===== config.mk =====
export PLATFORM = sky130hd
export DESIGN_NAME = five_byte_frame_deframer
export DESIGN_NICKNAME = d
export VERILOG_FILES = /design/src/design/fbd_pkg.sv /design/src/design/fbd_check.sv /design/src/design/fbd_window.sv /design/src/design/five_byte_frame_deframer.sv
export VERILOG_INCLUDE_DIRS = /design/src /design/src/design
export SDC_FILE = /design/constraint.sdc
export NUM_CORES = 1
export LEC_CHECK = 0
export BUFFER_PORTS_ARGS = -buffer_cell sky130_fd_sc_hd__clkbuf_2
export CAP_MARGIN = 20
export CORE_MARGIN = 2
export CORE_UTILIZATION = 50
export CTS_CLUSTER_DIAMETER = 40
export DETAILED_ROUTE_END_ITERATION = 16
export PLACE_DENSITY = 0.75
export RECOVER_POWER = 50
export SKIP_LAST_GASP = 1
export SYNTH_ARGS = -nofsm -noshare
export SYNTH_HDL_FRONTEND = slang
export SYNTH_SLANG_ARGS = --single-unit

===== constraint.sdc =====
create_clock -name i_clk -period 12.3 [get_ports i_clk]
set_input_delay 0 -clock i_clk [delete_from_list [all_inputs] [get_ports i_clk]]
set_output_delay 0 -clock i_clk [all_outputs]
set_load 0.01 [all_outputs]

===== src/design/five_byte_frame_deframer_defines.svh =====
// Assertion macros for the five-byte frame deframer.
`ifndef FIVE_BYTE_FRAME_DEFRAMER_DEFINES_SVH
`define FIVE_BYTE_FRAME_DEFRAMER_DEFINES_SVH

// Clocked check, disabled while reset is asserted.
`define FBD_ASSERT(label, prop, msg) \
    label: assert property (@(posedge i_clk) disable iff (!i_rst_n) (prop)) else $error(msg);

// Implication checked in the cycle after the antecedent.
`define FBD_ASSERT_NEXT(label, ante, cons, msg) \
    label: assert property (@(posedge i_clk) disable iff (!i_rst_n) (ante) |=> (cons)) \
        else $error(msg);

`endif


===== src/design/fbd_pkg.sv =====
// Shared types and constants for the five-byte frame deframer.
`default_nettype none

package fbd_pkg;

    localparam int unsigned WinDepth = 4;
    localparam int unsigned FillW    = 3;

    localparam logic [7:0] IdByteReset = 8'hA3;
    localparam logic [7:0] Mod255      = 8'd255;
    localparam logic [FillW-1:0] FillFull = 3'd4;

    typedef logic [WinDepth-1:0][7:0] t_window;

    typedef struct packed {
        logic hit;
        logic used_mod255;
    } t_check;

endpackage

`default_nettype wire


===== src/design/fbd_check.sv =====
// Candidate frame test: marker compare and mod-256 / mod-255 checksum match.
`default_nettype none

module fbd_check (
    input  wire fbd_pkg::t_window i_win,
    input  wire logic [7:0]       i_rx_byte,
    input  wire logic [7:0]       i_id_byte,
    output fbd_pkg::t_check       o_check
);

    logic [9:0] sum;
    logic [8:0] fold;
    logic [7:0] rem255;
    logic       ok256;
    logic       ok255;
    logic       marker_ok;

    always_comb begin
        sum = {2'b00, i_win[0]} + {2'b00, i_id_byte} + {2'b00, i_win[2]} + {2'b00, i_win[3]};
        // 256 is 1 mod 255, so fold the upper bits back in
        fold = {1'b0, sum[7:0]} + {7'b0, sum[9:8]};
        if (fold >= {1'b0, fbd_pkg::Mod255}) begin
            rem255 = 8'(fold - {1'b0, fbd_pkg::Mod255});
        end else begin
            rem255 = fold[7:0];
        end
        ok256     = (sum[7:0] == i_rx_byte);
        ok255     = !ok256 && (rem255 == i_rx_byte);
        marker_ok = (i_win[1] == i_id_byte);
        o_check.hit         = marker_ok && (ok256 || ok255);
        o_check.used_mod255 = !ok256;
    end

endmodule

`default_nettype wire


===== src/design/fbd_window.sv =====
// Four-byte window of unconsumed bytes with fill count; slides, fills or empties per item.
`default_nettype none
`include "five_byte_frame_deframer_defines.svh"

module fbd_window (
    input  wire                   i_clk,
    input  wire                   i_rst_n,
    input  wire logic             i_step,
    input  wire logic [7:0]       i_rx_byte,
    input  wire logic [7:0]       i_id_byte,
    output fbd_pkg::t_check       o_check,
    output fbd_pkg::t_window      o_win
);

    fbd_pkg::t_window            r_win;
    fbd_pkg::t_window            n_win;
    logic [fbd_pkg::FillW-1:0]   r_fill;
    logic [fbd_pkg::FillW-1:0]   n_fill;
    fbd_pkg::t_check             cand;
    logic                        full;

    fbd_check u_check (
        .i_win     (r_win),
        .i_rx_byte (i_rx_byte),
        .i_id_byte (i_id_byte),
        .o_check   (cand)
    );

    always_comb begin
        full                = (r_fill == fbd_pkg::FillFull);
        o_check.hit         = full && cand.hit;
        o_check.used_mod255 = cand.used_mod255;
        o_win               = r_win;
    end

    always_comb begin
        n_win  = r_win;
        n_fill = r_fill;
        if (i_step) begin
            if (!full) begin
                n_win[r_fill[1:0]] = i_rx_byte;
                n_fill             = r_fill + 3'd1;
            end else if (cand.hit) begin
                n_win  = '0;
                n_fill = '0;
            end else begin
                n_win = {i_rx_byte, r_win[3], r_win[2], r_win[1]};
            end
        end
    end

    always_ff @(posedge i_clk) begin
        if (!i_rst_n) begin
            r_fill <= '0;
        end else begin
            r_fill <= n_fill;
        end
    end

    always_ff @(posedge i_clk) begin
        r_win <= n_win;
    end

    `FBD_ASSERT(a_fill_range, r_fill <= fbd_pkg::FillFull, "window fill above four")
    `FBD_ASSERT_NEXT(a_hit_empties, i_step && o_check.hit, r_fill == '0, "frame did not empty window")
    `FBD_ASSERT_NEXT(a_fill_grows, i_step && !full, r_fill == $past(r_fill) + 3'd1, "fill did not advance")

endmodule

`default_nettype wire


===== src/design/five_byte_frame_deframer.sv =====
// Top level of the five-byte frame deframer: input register, window, result register.
//
// Input channel: i_valid / o_ready carry one received byte (i_rx_byte) per item.
// Output channel: o_valid / i_ready carry one decoded frame: channel, 16-bit value,
// checksum byte and which modulus matched. A frame is channel, marker, value high,
// value low, checksum; the marker must equal the id register.
// Configuration: i_cfg_we writes i_cfg_data into the id register;
// write only while no item is in flight.
// The fifth byte is held in the input register; the window test on it loads the result
// register. Throughput: one byte per cycle unless a held result stalls the input,
// set by the single window-test stage.
// Reset: window empty, no results pending, id register back to 0xA3.
// Stall: a held result blocks only an item that would produce another result;
// bytes that merely fill or slide the window keep flowing. Once the input register
// is blocked, o_ready drops until the receiver takes the result.
`default_nettype none
`include "five_byte_frame_deframer_defines.svh"

module five_byte_frame_deframer (
    input  wire         i_clk,
    input  wire         i_rst_n,
    input  wire         i_valid,
    output logic        o_ready,
    input  wire  [7:0]  i_rx_byte,
    output logic        o_valid,
    input  wire         i_ready,
    output logic [7:0]  o_channel,
    output logic [15:0] o_value_word,
    output logic [7:0]  o_checksum_byte,
    output logic        o_used_mod255,
    input  wire         i_cfg_we,
    input  wire  [7:0]  i_cfg_data
);

    logic              r_in_valid;
    logic [7:0]        r_in_byte;
    logic [7:0]        r_id_byte;
    logic              r_out_valid;
    logic [7:0]        r_channel;
    logic [15:0]       r_value;
    logic [7:0]        r_cksum;
    logic              r_mod255;
    logic              out_free;
    logic              step;
    fbd_pkg::t_check   chk;
    fbd_pkg::t_window  win;

    fbd_window u_window (
        .i_clk     (i_clk),
        .i_rst_n   (i_rst_n),
        .i_step    (step),
        .i_rx_byte (r_in_byte),
        .i_id_byte (r_id_byte),
        .o_check   (chk),
        .o_win     (win)
    );

    always_comb begin
        out_free = !r_out_valid || i_ready;
        step     = r_in_valid && (!chk.hit || out_free);
        o_ready  = !r_in_valid || step;
    end

    always_ff @(posedge i_clk) begin
        if (!i_rst_n) begin
            r_in_valid  <= 1'b0;
            r_out_valid <= 1'b0;
            r_id_byte   <= fbd_pkg::IdByteReset;
        end else begin
            if (o_ready) begin
                r_in_valid <= i_valid;
            end
            if (step && chk.hit) begin
                r_out_valid <= 1'b1;
            end else if (i_ready) begin
                r_out_valid <= 1'b0;
            end
            if (i_cfg_we) begin
                r_id_byte <= i_cfg_data;
            end
        end
    end

    always_ff @(posedge i_clk) begin
        if (o_ready && i_valid) begin
            r_in_byte <= i_rx_byte;
        end
        if (step && chk.hit) begin
            r_channel <= win[0];
            r_value   <= {win[2], win[3]};
            r_cksum   <= r_in_byte;
            r_mod255  <= chk.used_mod255;
        end
    end

    assign o_valid         = r_out_valid;
    assign o_channel       = r_channel;
    assign o_value_word    = r_value;
    assign o_checksum_byte = r_cksum;
    assign o_used_mod255   = r_mod255;

    `FBD_ASSERT_NEXT(a_result_loads, step && chk.hit, o_valid, "frame hit gave no result")
    `FBD_ASSERT_NEXT(a_no_overwrite, o_valid && !i_ready, $stable({r_channel, r_cksum}),
        "held result overwritten")
    `FBD_ASSERT(a_hit_waits, (r_in_valid && chk.hit && !out_free) |-> !step, "hit stepped into full result register")

endmodule

`default_nettype wire


==> Implementation_results.wiki, run 1 <==
{| class="wikitable"
! Metric !! Value
|-
| Worst vdd ir || 0.1079 mV
|-
| Cell area after technology mapping || 5086 sq um
|-
| Internal power || 615.6 uW
|-
| Total clock sinks || 86
|-
| Number of antenna repair diodes || 0
|-
| Starting density of the core || 0.5180
|-
| Startpoint of the worst hold path || i_rst_n
|-
| Worst EP arrival || 8.52 ns
|-
| Proportion of power drawn by the clock network || 0.229
|-
| DR vias/cell || 5.725
|-
| Number of buffers on the longest clock path || 2
|-
| Final Total Pwr || 964.6 uW
|-
| Ports || 56
|-
| Total global routing overflow || 0
|-
| Number of DRC markers in iteration 0 || 330
|-
| Number of buffers created by CTS || 9
|-
| Total power density per cell area || 167.0 nW/um^2
|-
| Depth of the most critical reg-to-reg path || 29
|-
| CP Launch Type || register
|-
| Cell Count Post-Placement || 615
|-
| Max-cap violation count || 1
|-
| Clock latency on the worst-skew pair || 0.35 ns
|-
| Slew headroom || 0.004532
|-
| Final total negative setup slack || 0 ns
|-
| Fmax || 117.6 MHz
|-
| Count of mapped cells out of synthesis || 442
|-
| Measured slew at the worst slew-check pin || 1.486 ns
|-
| Global-route wire length before repair || 18.93 mm
|-
| Seq/Total Area, Yosys || 0.4822
|-
| Mean routed wirelength per cell || 18.29 um
|-
| Std-Cell Rows || 36
|-
| Detailed-routing iteration count for the pre-antenna-repair pass || 5
|-
| Post-placement cell area || 5475 sq um
|-
| Fraction of the cycle the final worst path needs || 0.6913
|-
| Area of the die || 10990 sq um
|-
| Hold worst-path end || r_id_byte[0]
|-
| Count of cells along the worst hold path || 2
|-
| Number of nets in the layout || 566
|-
| Final cell count without fillers || 648
|-
| Number of register bits inferred by synthesis || 86
|-
| Worst-case clock skew || 0.008907 ns
|-
| Sw power || 349.0 uW
|-
| H-Tree Depth || 3
|-
| Part of the power in registers || 0.346
|-
| Shortest clock period the worst path allows after layout || 8.504 ns
|-
| Routed vias || 3710
|-
| Critical path endpoint category || register
|-
| Critical path class || reg2reg
|-
| Mean post-synth cell area || 11.51 sq um
|-
| Number of port buffers || 55
|-
| Final Hold Slack || 0.01126 ns
|-
| Minimum setup slack after placement || 5.119 ns
|-
| Met1 usage || 0.2821
|-
| Wire length after detailed routing || 11.85 mm
|-
| Worst endpoint required time || 12.32 ns
|-
| Total count of max-transition violations in the final report || 0
|-
| Final Hold Viols || 0
|-
| Synthesized Nets || 497
|-
| Cell type of the slowest stage on the worst timing path || sky130_fd_sc_hd__a31oi_1
|-
| Fill cell total of the finished layout || 837
|-
| Clock tree from TritonCTS || yes
|-
| DPL Wire Length || 8.846 mm
|-
| Combinational Power Share || 0.425
|-
| Post-route core utilization || 0.5883
|-
| Post-synthesis cell type count || 67
|-
| Clock tree root buffer cell || sky130_fd_sc_hd__clkbuf_8
|-
| Top library cells by usage in the layout, fill and taps aside || sky130_fd_sc_hd__edfxtp_1, sky130_fd_sc_hd__inv_1, sky130_fd_sc_hd__nand2_1
|-
| DRC viols || 0
|-
| Failing checks || capacitance limit
|-
| Via count of the first global-routing pass || 3712
|-
| Hold Path Class || in2reg
|-
| Pin count of the biggest net entering global routing || 34
|-
| Fraction of power spent switching nets || 0.3618
|-
| Final WS setup || 3.796 ns
|-
| Die width || 104.9 um
|-
| Capture point of the worst reg-to-reg path || u_window.o_win[14]
|-
| Routability Congestion || 0.9708
|-
| Post-CTS sizing || 0
|-
| Flip-flop cell with the highest count after synthesis || sky130_fd_sc_hd__edfxtp_1
|-
| Final-report setup violation count || 0
|-
| Setup repair after global routing missed its margin || false
|-
| Setup slack on the worst flop-to-flop path || 3.80 ns
|-
| Global-route usage over all layers || 0.2235
|-
| Maximum fanout encountered on the critical timing path || 16
|-
| Async set-reset flop share out of synthesis || 0
|-
| Post-CTS Setup Repair Bufs || 0
|-
| Syn-to-layout area delta || 13.58%
|-
| Critical path's largest stage delay || 1.18 ns
|-
| Antenna violations before repair || 0
|-
| Launch instance of the worst register-to-register path || r_id_byte[0]
|-
| Met2 Usage GRT || 0.3669
|-
| CORE AREA || 9819 sq um
|-
| Met3 demand-to-capacity share in global routing || 0.04304
|-
| Most common cell after layout, fill and taps aside || sky130_fd_sc_hd__edfxtp_1
|-
| Leakage power total || 2.203 nW
|-
| Status || complete, but fails checks
|-
| Share of layout cells above drive strength 1 || 0.1146
|-
| Highest-utilization routing layer at the global route stage || met2
|-
| Clock slew seen by the registers of the worst setup and hold paths || 0.08 ns
|-
| Post-route antenna net violation count || 0
|-
| Number of synthesized flops with an enable pin || 73
|-
| Syn. warnings || 0
|-
| Chip height || 104.9 um
|-
| Non-Filler Cell Area, Final || 5777 sq um
|}
-- state kept, by name, indices dropped and copies added (netlist names) --
signal           count
o_checksum_byte      8
o_used_mod255        1
o_valid              1
r_in_byte            8
u_window.o_win      32
r_id_byte            8
u_window.r_fill      3
o_channel            8
o_value_word        16
r_in_valid           1
-- area by class of cell --
cell class | count | area, sq um | area share
inverter | 49 | 183.9 | 0.03184
timing repair buffer | 74 | 420.4 | 0.07277
clock inverter | 6 | 95.09 | 0.01646
sequential | 86 | 2452 | 0.4245
clock buffer | 9 | 123.9 | 0.02144
multi-input combinational | 291 | 2335 | 0.4042
tap | 133 | 166.4 | 0.02881
-- cells by family after synthesis --
| logic type | count (synthesis) | share of synthesized area |
|---|---|---|
| compound gates | 102 | 0.1530 |
| xor+xnor | 39 | 0.07552 |
| fa+ha+maj | 34 | 0.09988 |
| buf+inv | 65 | 0.04920 |
| flops | 86 | 0.4822 |
| mux | 12 | 0.02657 |
| simple gates | 104 | 0.1137 |
-- power groups by stage --
stage	Combinational (mW)	Clock [mW]	Sequential, mW
after floorplan	0.335	0	0.334
after global placement	0.398	0	0.340
after detailed placement	0.410	0	0.340
after CTS	0.418	0.221	0.334
after global routing	0.446	0.233	0.335
final	0.410	0.221	0.334
-- Yosys cell counts (3+ instances only) --
master                     number  share of area
sky130_fd_sc_hd__nor3_1         4         0.0039
sky130_fd_sc_hd__or3_1          3         0.0037
sky130_fd_sc_hd__nor2_1        10         0.0074
sky130_fd_sc_hd__o221a_2        3         0.0066
sky130_fd_sc_hd__a21boi_0       7          0.010
sky130_fd_sc_hd__buf_2          3         0.0030
sky130_fd_sc_hd__or4_1          3         0.0044
sky130_fd_sc_hd__nor2b_1        8         0.0098
sky130_fd_sc_hd__nor4_1         3         0.0037
sky130_fd_sc_hd__or3b_2         3         0.0052
sky130_fd_sc_hd__buf_1          3         0.0022
sky130_fd_sc_hd__and2_1         6         0.0074
sky130_fd_sc_hd__nand2b_1       7         0.0086
sky130_fd_sc_hd__nand2_1       36          0.027
sky130_fd_sc_hd__o211ai_1       3         0.0044
sky130_fd_sc_hd__inv_1         49          0.036
sky130_fd_sc_hd__a32o_1         8          0.016
sky130_fd_sc_hd__mux2i_1        9          0.018
sky130_fd_sc_hd__o211a_1        3         0.0059
sky130_fd_sc_hd__a21oi_1       13          0.013
sky130_fd_sc_hd__dfxtp_1       13          0.051
sky130_fd_sc_hd__o21bai_1       3         0.0044
sky130_fd_sc_hd__a21o_1         6         0.0089
sky130_fd_sc_hd__xnor2_1       30          0.052
sky130_fd_sc_hd__xor2_1         5         0.0086
sky130_fd_sc_hd__a211oi_1       4         0.0059
sky130_fd_sc_hd__ha_1          23          0.057
sky130_fd_sc_hd__a31oi_1        3         0.0037
sky130_fd_sc_hd__nand3_1        4         0.0039
sky130_fd_sc_hd__o21ai_0       27          0.027
sky130_fd_sc_hd__fa_1          11          0.043
sky130_fd_sc_hd__edfxtp_1      73           0.43
sky130_fd_sc_hd__nand4_1        4         0.0049
sky130_fd_sc_hd__clkbuf_1       8         0.0059
-- critical path, delay by kind of cell, from the launching register on --
family / cells / cell delay (ns)
AO/OA/AOI/OAI: 11 / 3.47
XOR/XNOR: 3 / 0.40
multiplexers: 1 / 0.27
adder cells (fa/ha/maj): 7 / 2.68
flip-flops: 1 / 0.38
AND/OR/NAND/NOR: 3 / 0.68
buffers and inverters: 4 / 0.28
-- metal layers --
layer  part of all wire  wire length, um
met5                  0                0
met4              0.050              596
met3              0.060              715
met2               0.48             5632
met1               0.41             4905
-- repair_timing --
item	CTS	global route
setup endpoints to repair	0	0
hold buffers	18	0
endpoints found under the hold margin	17	0
-- worst max-delay path by stage --
stage / endpoint / startpoint
after floorplan: o_channel[0] / r_id_byte[0]
after global placement: u_window.o_win[7] / r_id_byte[0]
after detailed placement: r_in_byte[7] / r_id_byte[0]
after CTS: u_window.o_win[4] / r_id_byte[0]
after global routing: u_window.o_win[10] / r_id_byte[0]
final: u_window.o_win[14] / r_id_byte[0]
Power figures use the tool's default switching activity.
==> run 2, diff against run 1 <==
==> constraint.sdc (replaced) <==
create_clock -name i_clk -period 8.4 [get_ports i_clk]
set_input_delay 0 -clock i_clk [delete_from_list [all_inputs] [get_ports i_clk]]
set_output_delay 0 -clock i_clk [all_outputs]
set_load 0.01 [all_outputs]
==> run 2 against run 1 <==
  * The run now ends clean
  * Global-route usage grew 0.089 points
  * Largest cell class unchanged
  * Routed wire length is essentially flat
  * Critical path depth grew 1
  * Sequential power grew 46%
  * Clock power grew 38%
  * Cell count grew 0.46%
  * Combinational power grew 51%
  * Die area is the same
  * Sequential cell count is the same
==> Implementation_results.wiki, run 2 (synthesis gave the netlist of run 1 again) <==
{| class="wikitable"
! Metric !! Value
|-
| Syn-to-layout area delta || 14.39%
|-
| CORE AREA || 9819 sq um
|-
| Launch instance of the worst register-to-register path || r_id_byte[0]
|-
| Startpoint of the worst hold path || i_rst_n
|-
| Worst endpoint required time || 8.40 ns
|-
| Hold Path Class || in2reg
|-
| DPL Wire Length || 9.090 mm
|-
| DR vias/cell || 5.727
|-
| Top library cells by usage in the layout, fill and taps aside || sky130_fd_sc_hd__edfxtp_1, sky130_fd_sc_hd__inv_1, sky130_fd_sc_hd__nand2_1
|-
| Most common cell on crit path || sky130_fd_sc_hd__inv_1
|-
| Number of nets in the layout || 568
|-
| Critical path class || reg2out
|-
| Number of antenna repair diodes || 0
|-
| Final total negative setup slack || 0 ns
|-
| Fmax || 134.2 MHz
|-
| Number of buffers created by CTS || 9
|-
| CP Launch Type || register
|-
| Total global routing overflow || 0
|-
| Clock tree root buffer cell || sky130_fd_sc_hd__clkbuf_8
|-
| Via count of the first global-routing pass || 3681
|-
| Chip height || 104.9 um
|-
| Worst-case clock skew || 0.01263 ns
|-
| Setup slack on the worst flop-to-flop path || 0.97 ns
|-
| Die width || 104.9 um
|-
| Measured slew at the worst slew-check pin || 1.105 ns
|-
| Total count of max-transition violations in the final report || 0
|-
| Setup repair after global routing missed its margin || false
|-
| Post-route antenna net violation count || 0
|-
| Antenna violations before repair || 0
|-
| Global-route usage over all layers || 0.2244
|-
| Wire length after detailed routing || 11.85 mm
|-
| Total clock sinks || 86
|-
| Clock latency on the worst-skew pair || 0.37 ns
|-
| Depth of the most critical reg-to-reg path || 30
|-
| Cell type of the slowest stage on the worst timing path || sky130_fd_sc_hd__fa_1
|-
| Critical path endpoint category || output pin
|-
| Hold worst-path end || u_window.r_fill[2]
|-
| Most common cell after layout, fill and taps aside || sky130_fd_sc_hd__edfxtp_1
|-
| Number of port buffers || 55
|-
| Fraction of the cycle the final worst path needs || 0.8870
|-
| Worst vdd ir || 0.1736 mV
|-
| Global-route wire length before repair || 19.02 mm
|-
| Std-Cell Rows || 36
|-
| Number of buffers on the longest clock path || 2
|-
| Worst EP arrival || 7.45 ns
|-
| Leakage power total || 2.214 nW
|-
| Capture point of the worst reg-to-reg path || o_checksum_byte[7]
|-
| Ports || 56
|-
| Clock slew seen by the registers of the worst setup and hold paths || 0.09 ns
|-
| Final-report setup violation count || 0
|-
| Pin count of the biggest net entering global routing || 34
|-
| DRC viols || 0
|-
| Slew headroom || 0.2585
|-
| Share of layout cells above drive strength 1 || 0.1197
|-
| Area of the die || 10990 sq um
|-
| Flip-flop count of the largest register, all copies and words added || 32
|-
| Max-cap violation count || 0
|-
| Status || complete, no violations
|-
| Final Hold Viols || 0
|-
| Count of cells along the worst hold path || 2
|-
| Number of DRC markers in iteration 0 || 335
|-
| Critical path's largest stage delay || 0.65 ns
|-
| Mean routed wirelength per cell || 18.21 um
|-
| Fill cell total of the finished layout || 852
|-
| Maximum fanout encountered on the critical timing path || 8
|-
| Shortest clock period the worst path allows after layout || 7.450 ns
|-
| Routability Congestion || 0.9793
|-
| Total power density per cell area || 242.4 nW/um^2
|-
| Clock tree from TritonCTS || yes
|-
| Routed vias || 3728
|-
| Starting density of the core || 0.5180
|-
| Post-CTS Setup Repair Bufs || 0
|-
| H-Tree Depth || 3
|-
| Detailed-routing iteration count for the pre-antenna-repair pass || 5
|-
| Final Total Pwr || 1.410 mW
|}
==> run 2: where the power goes <==
group          total [mW]  switching, mW  internal (mW)  leakage (nW)
registers           0.488         0.0160          0.472         0.773
clock network       0.304          0.163          0.141         0.106
logic               0.618          0.356          0.262          1.33
total                1.41          0.535          0.875          2.21
==> run 2: critical path: cells and delay by family, from the launching register on <==
family | cells | cell delay (ns)
buffers and inverters | 6 | 0.65
XOR/XNOR | 2 | 0.41
flip-flops | 1 | 0.37
AND/OR/NAND/NOR | 5 | 1.07
adder cells (fa/ha/maj) | 6 | 2.44
multiplexers | 1 | 0.25
AO/OA/AOI/OAI | 10 | 1.89
==> run 2: what timing repair did <==
action,CTS,global route
endpoints found under the setup margin,0,0
hold buffers,20,0
resized for setup,0,0
hold endpoints to repair,17,0
==> run 2: area by class of cell <==
cell class	count	area, sq um	share of cell area
flip-flops and latches	86	2452	0.4215
multi-input cells	291	2374	0.4080
inverters	49	183.9	0.03161
clock buffers	9	123.9	0.02129
repair buffers	76	440.4	0.07570
well taps	133	166.4	0.02860
clock inverters	7	77.57	0.01333
==> run 2: through the flow <==
stage / instance area, sq um / setup WS (ns) / hold slack [ns] / cells / util
after floorplan: 5092 / 0.4952 / 0.09887 / 442 / -
after global placement: 5484 / 1.493 / 0.1804 / 615 / 0.5585
after detailed placement: 5484 / 1.292 / 0.1831 / 615 / 0.5585
after CTS: 5886 / 1.207 / 0.03630 / 651 / 0.5994
after global routing: 5818 / 0.4147 / 0.06804 / 651 / 0.5925
final: 5818 / 0.9496 / 0.05244 / 651 / 0.5925
==> run 2: per-layer routing <==
layer  part of all wire  GRT usage  wire [um]  up-vias
met5                  0          0          0        -
met4              0.021    0.07143        252        0
met3              0.060    0.03805        715       19
met2               0.50     0.3817       5867      145
met1               0.42     0.2926       5016     1832
li1                   -          -          -     1732
==> run 2: how the worst max path moves through the flow <==
stage / endpoint / startpoint / slack [ns]
CTS: o_ready / r_id_byte[0] / 1.21
detailed placement: o_checksum_byte[2] / r_id_byte[0] / 1.29
global placement: o_checksum_byte[7] / r_id_byte[0] / 1.49
global route: o_value_word[2] / r_id_byte[0] / 0.41
floorplan: o_channel[0] / r_id_byte[0] / 0.50
finish: o_ready / r_id_byte[0] / 0.95
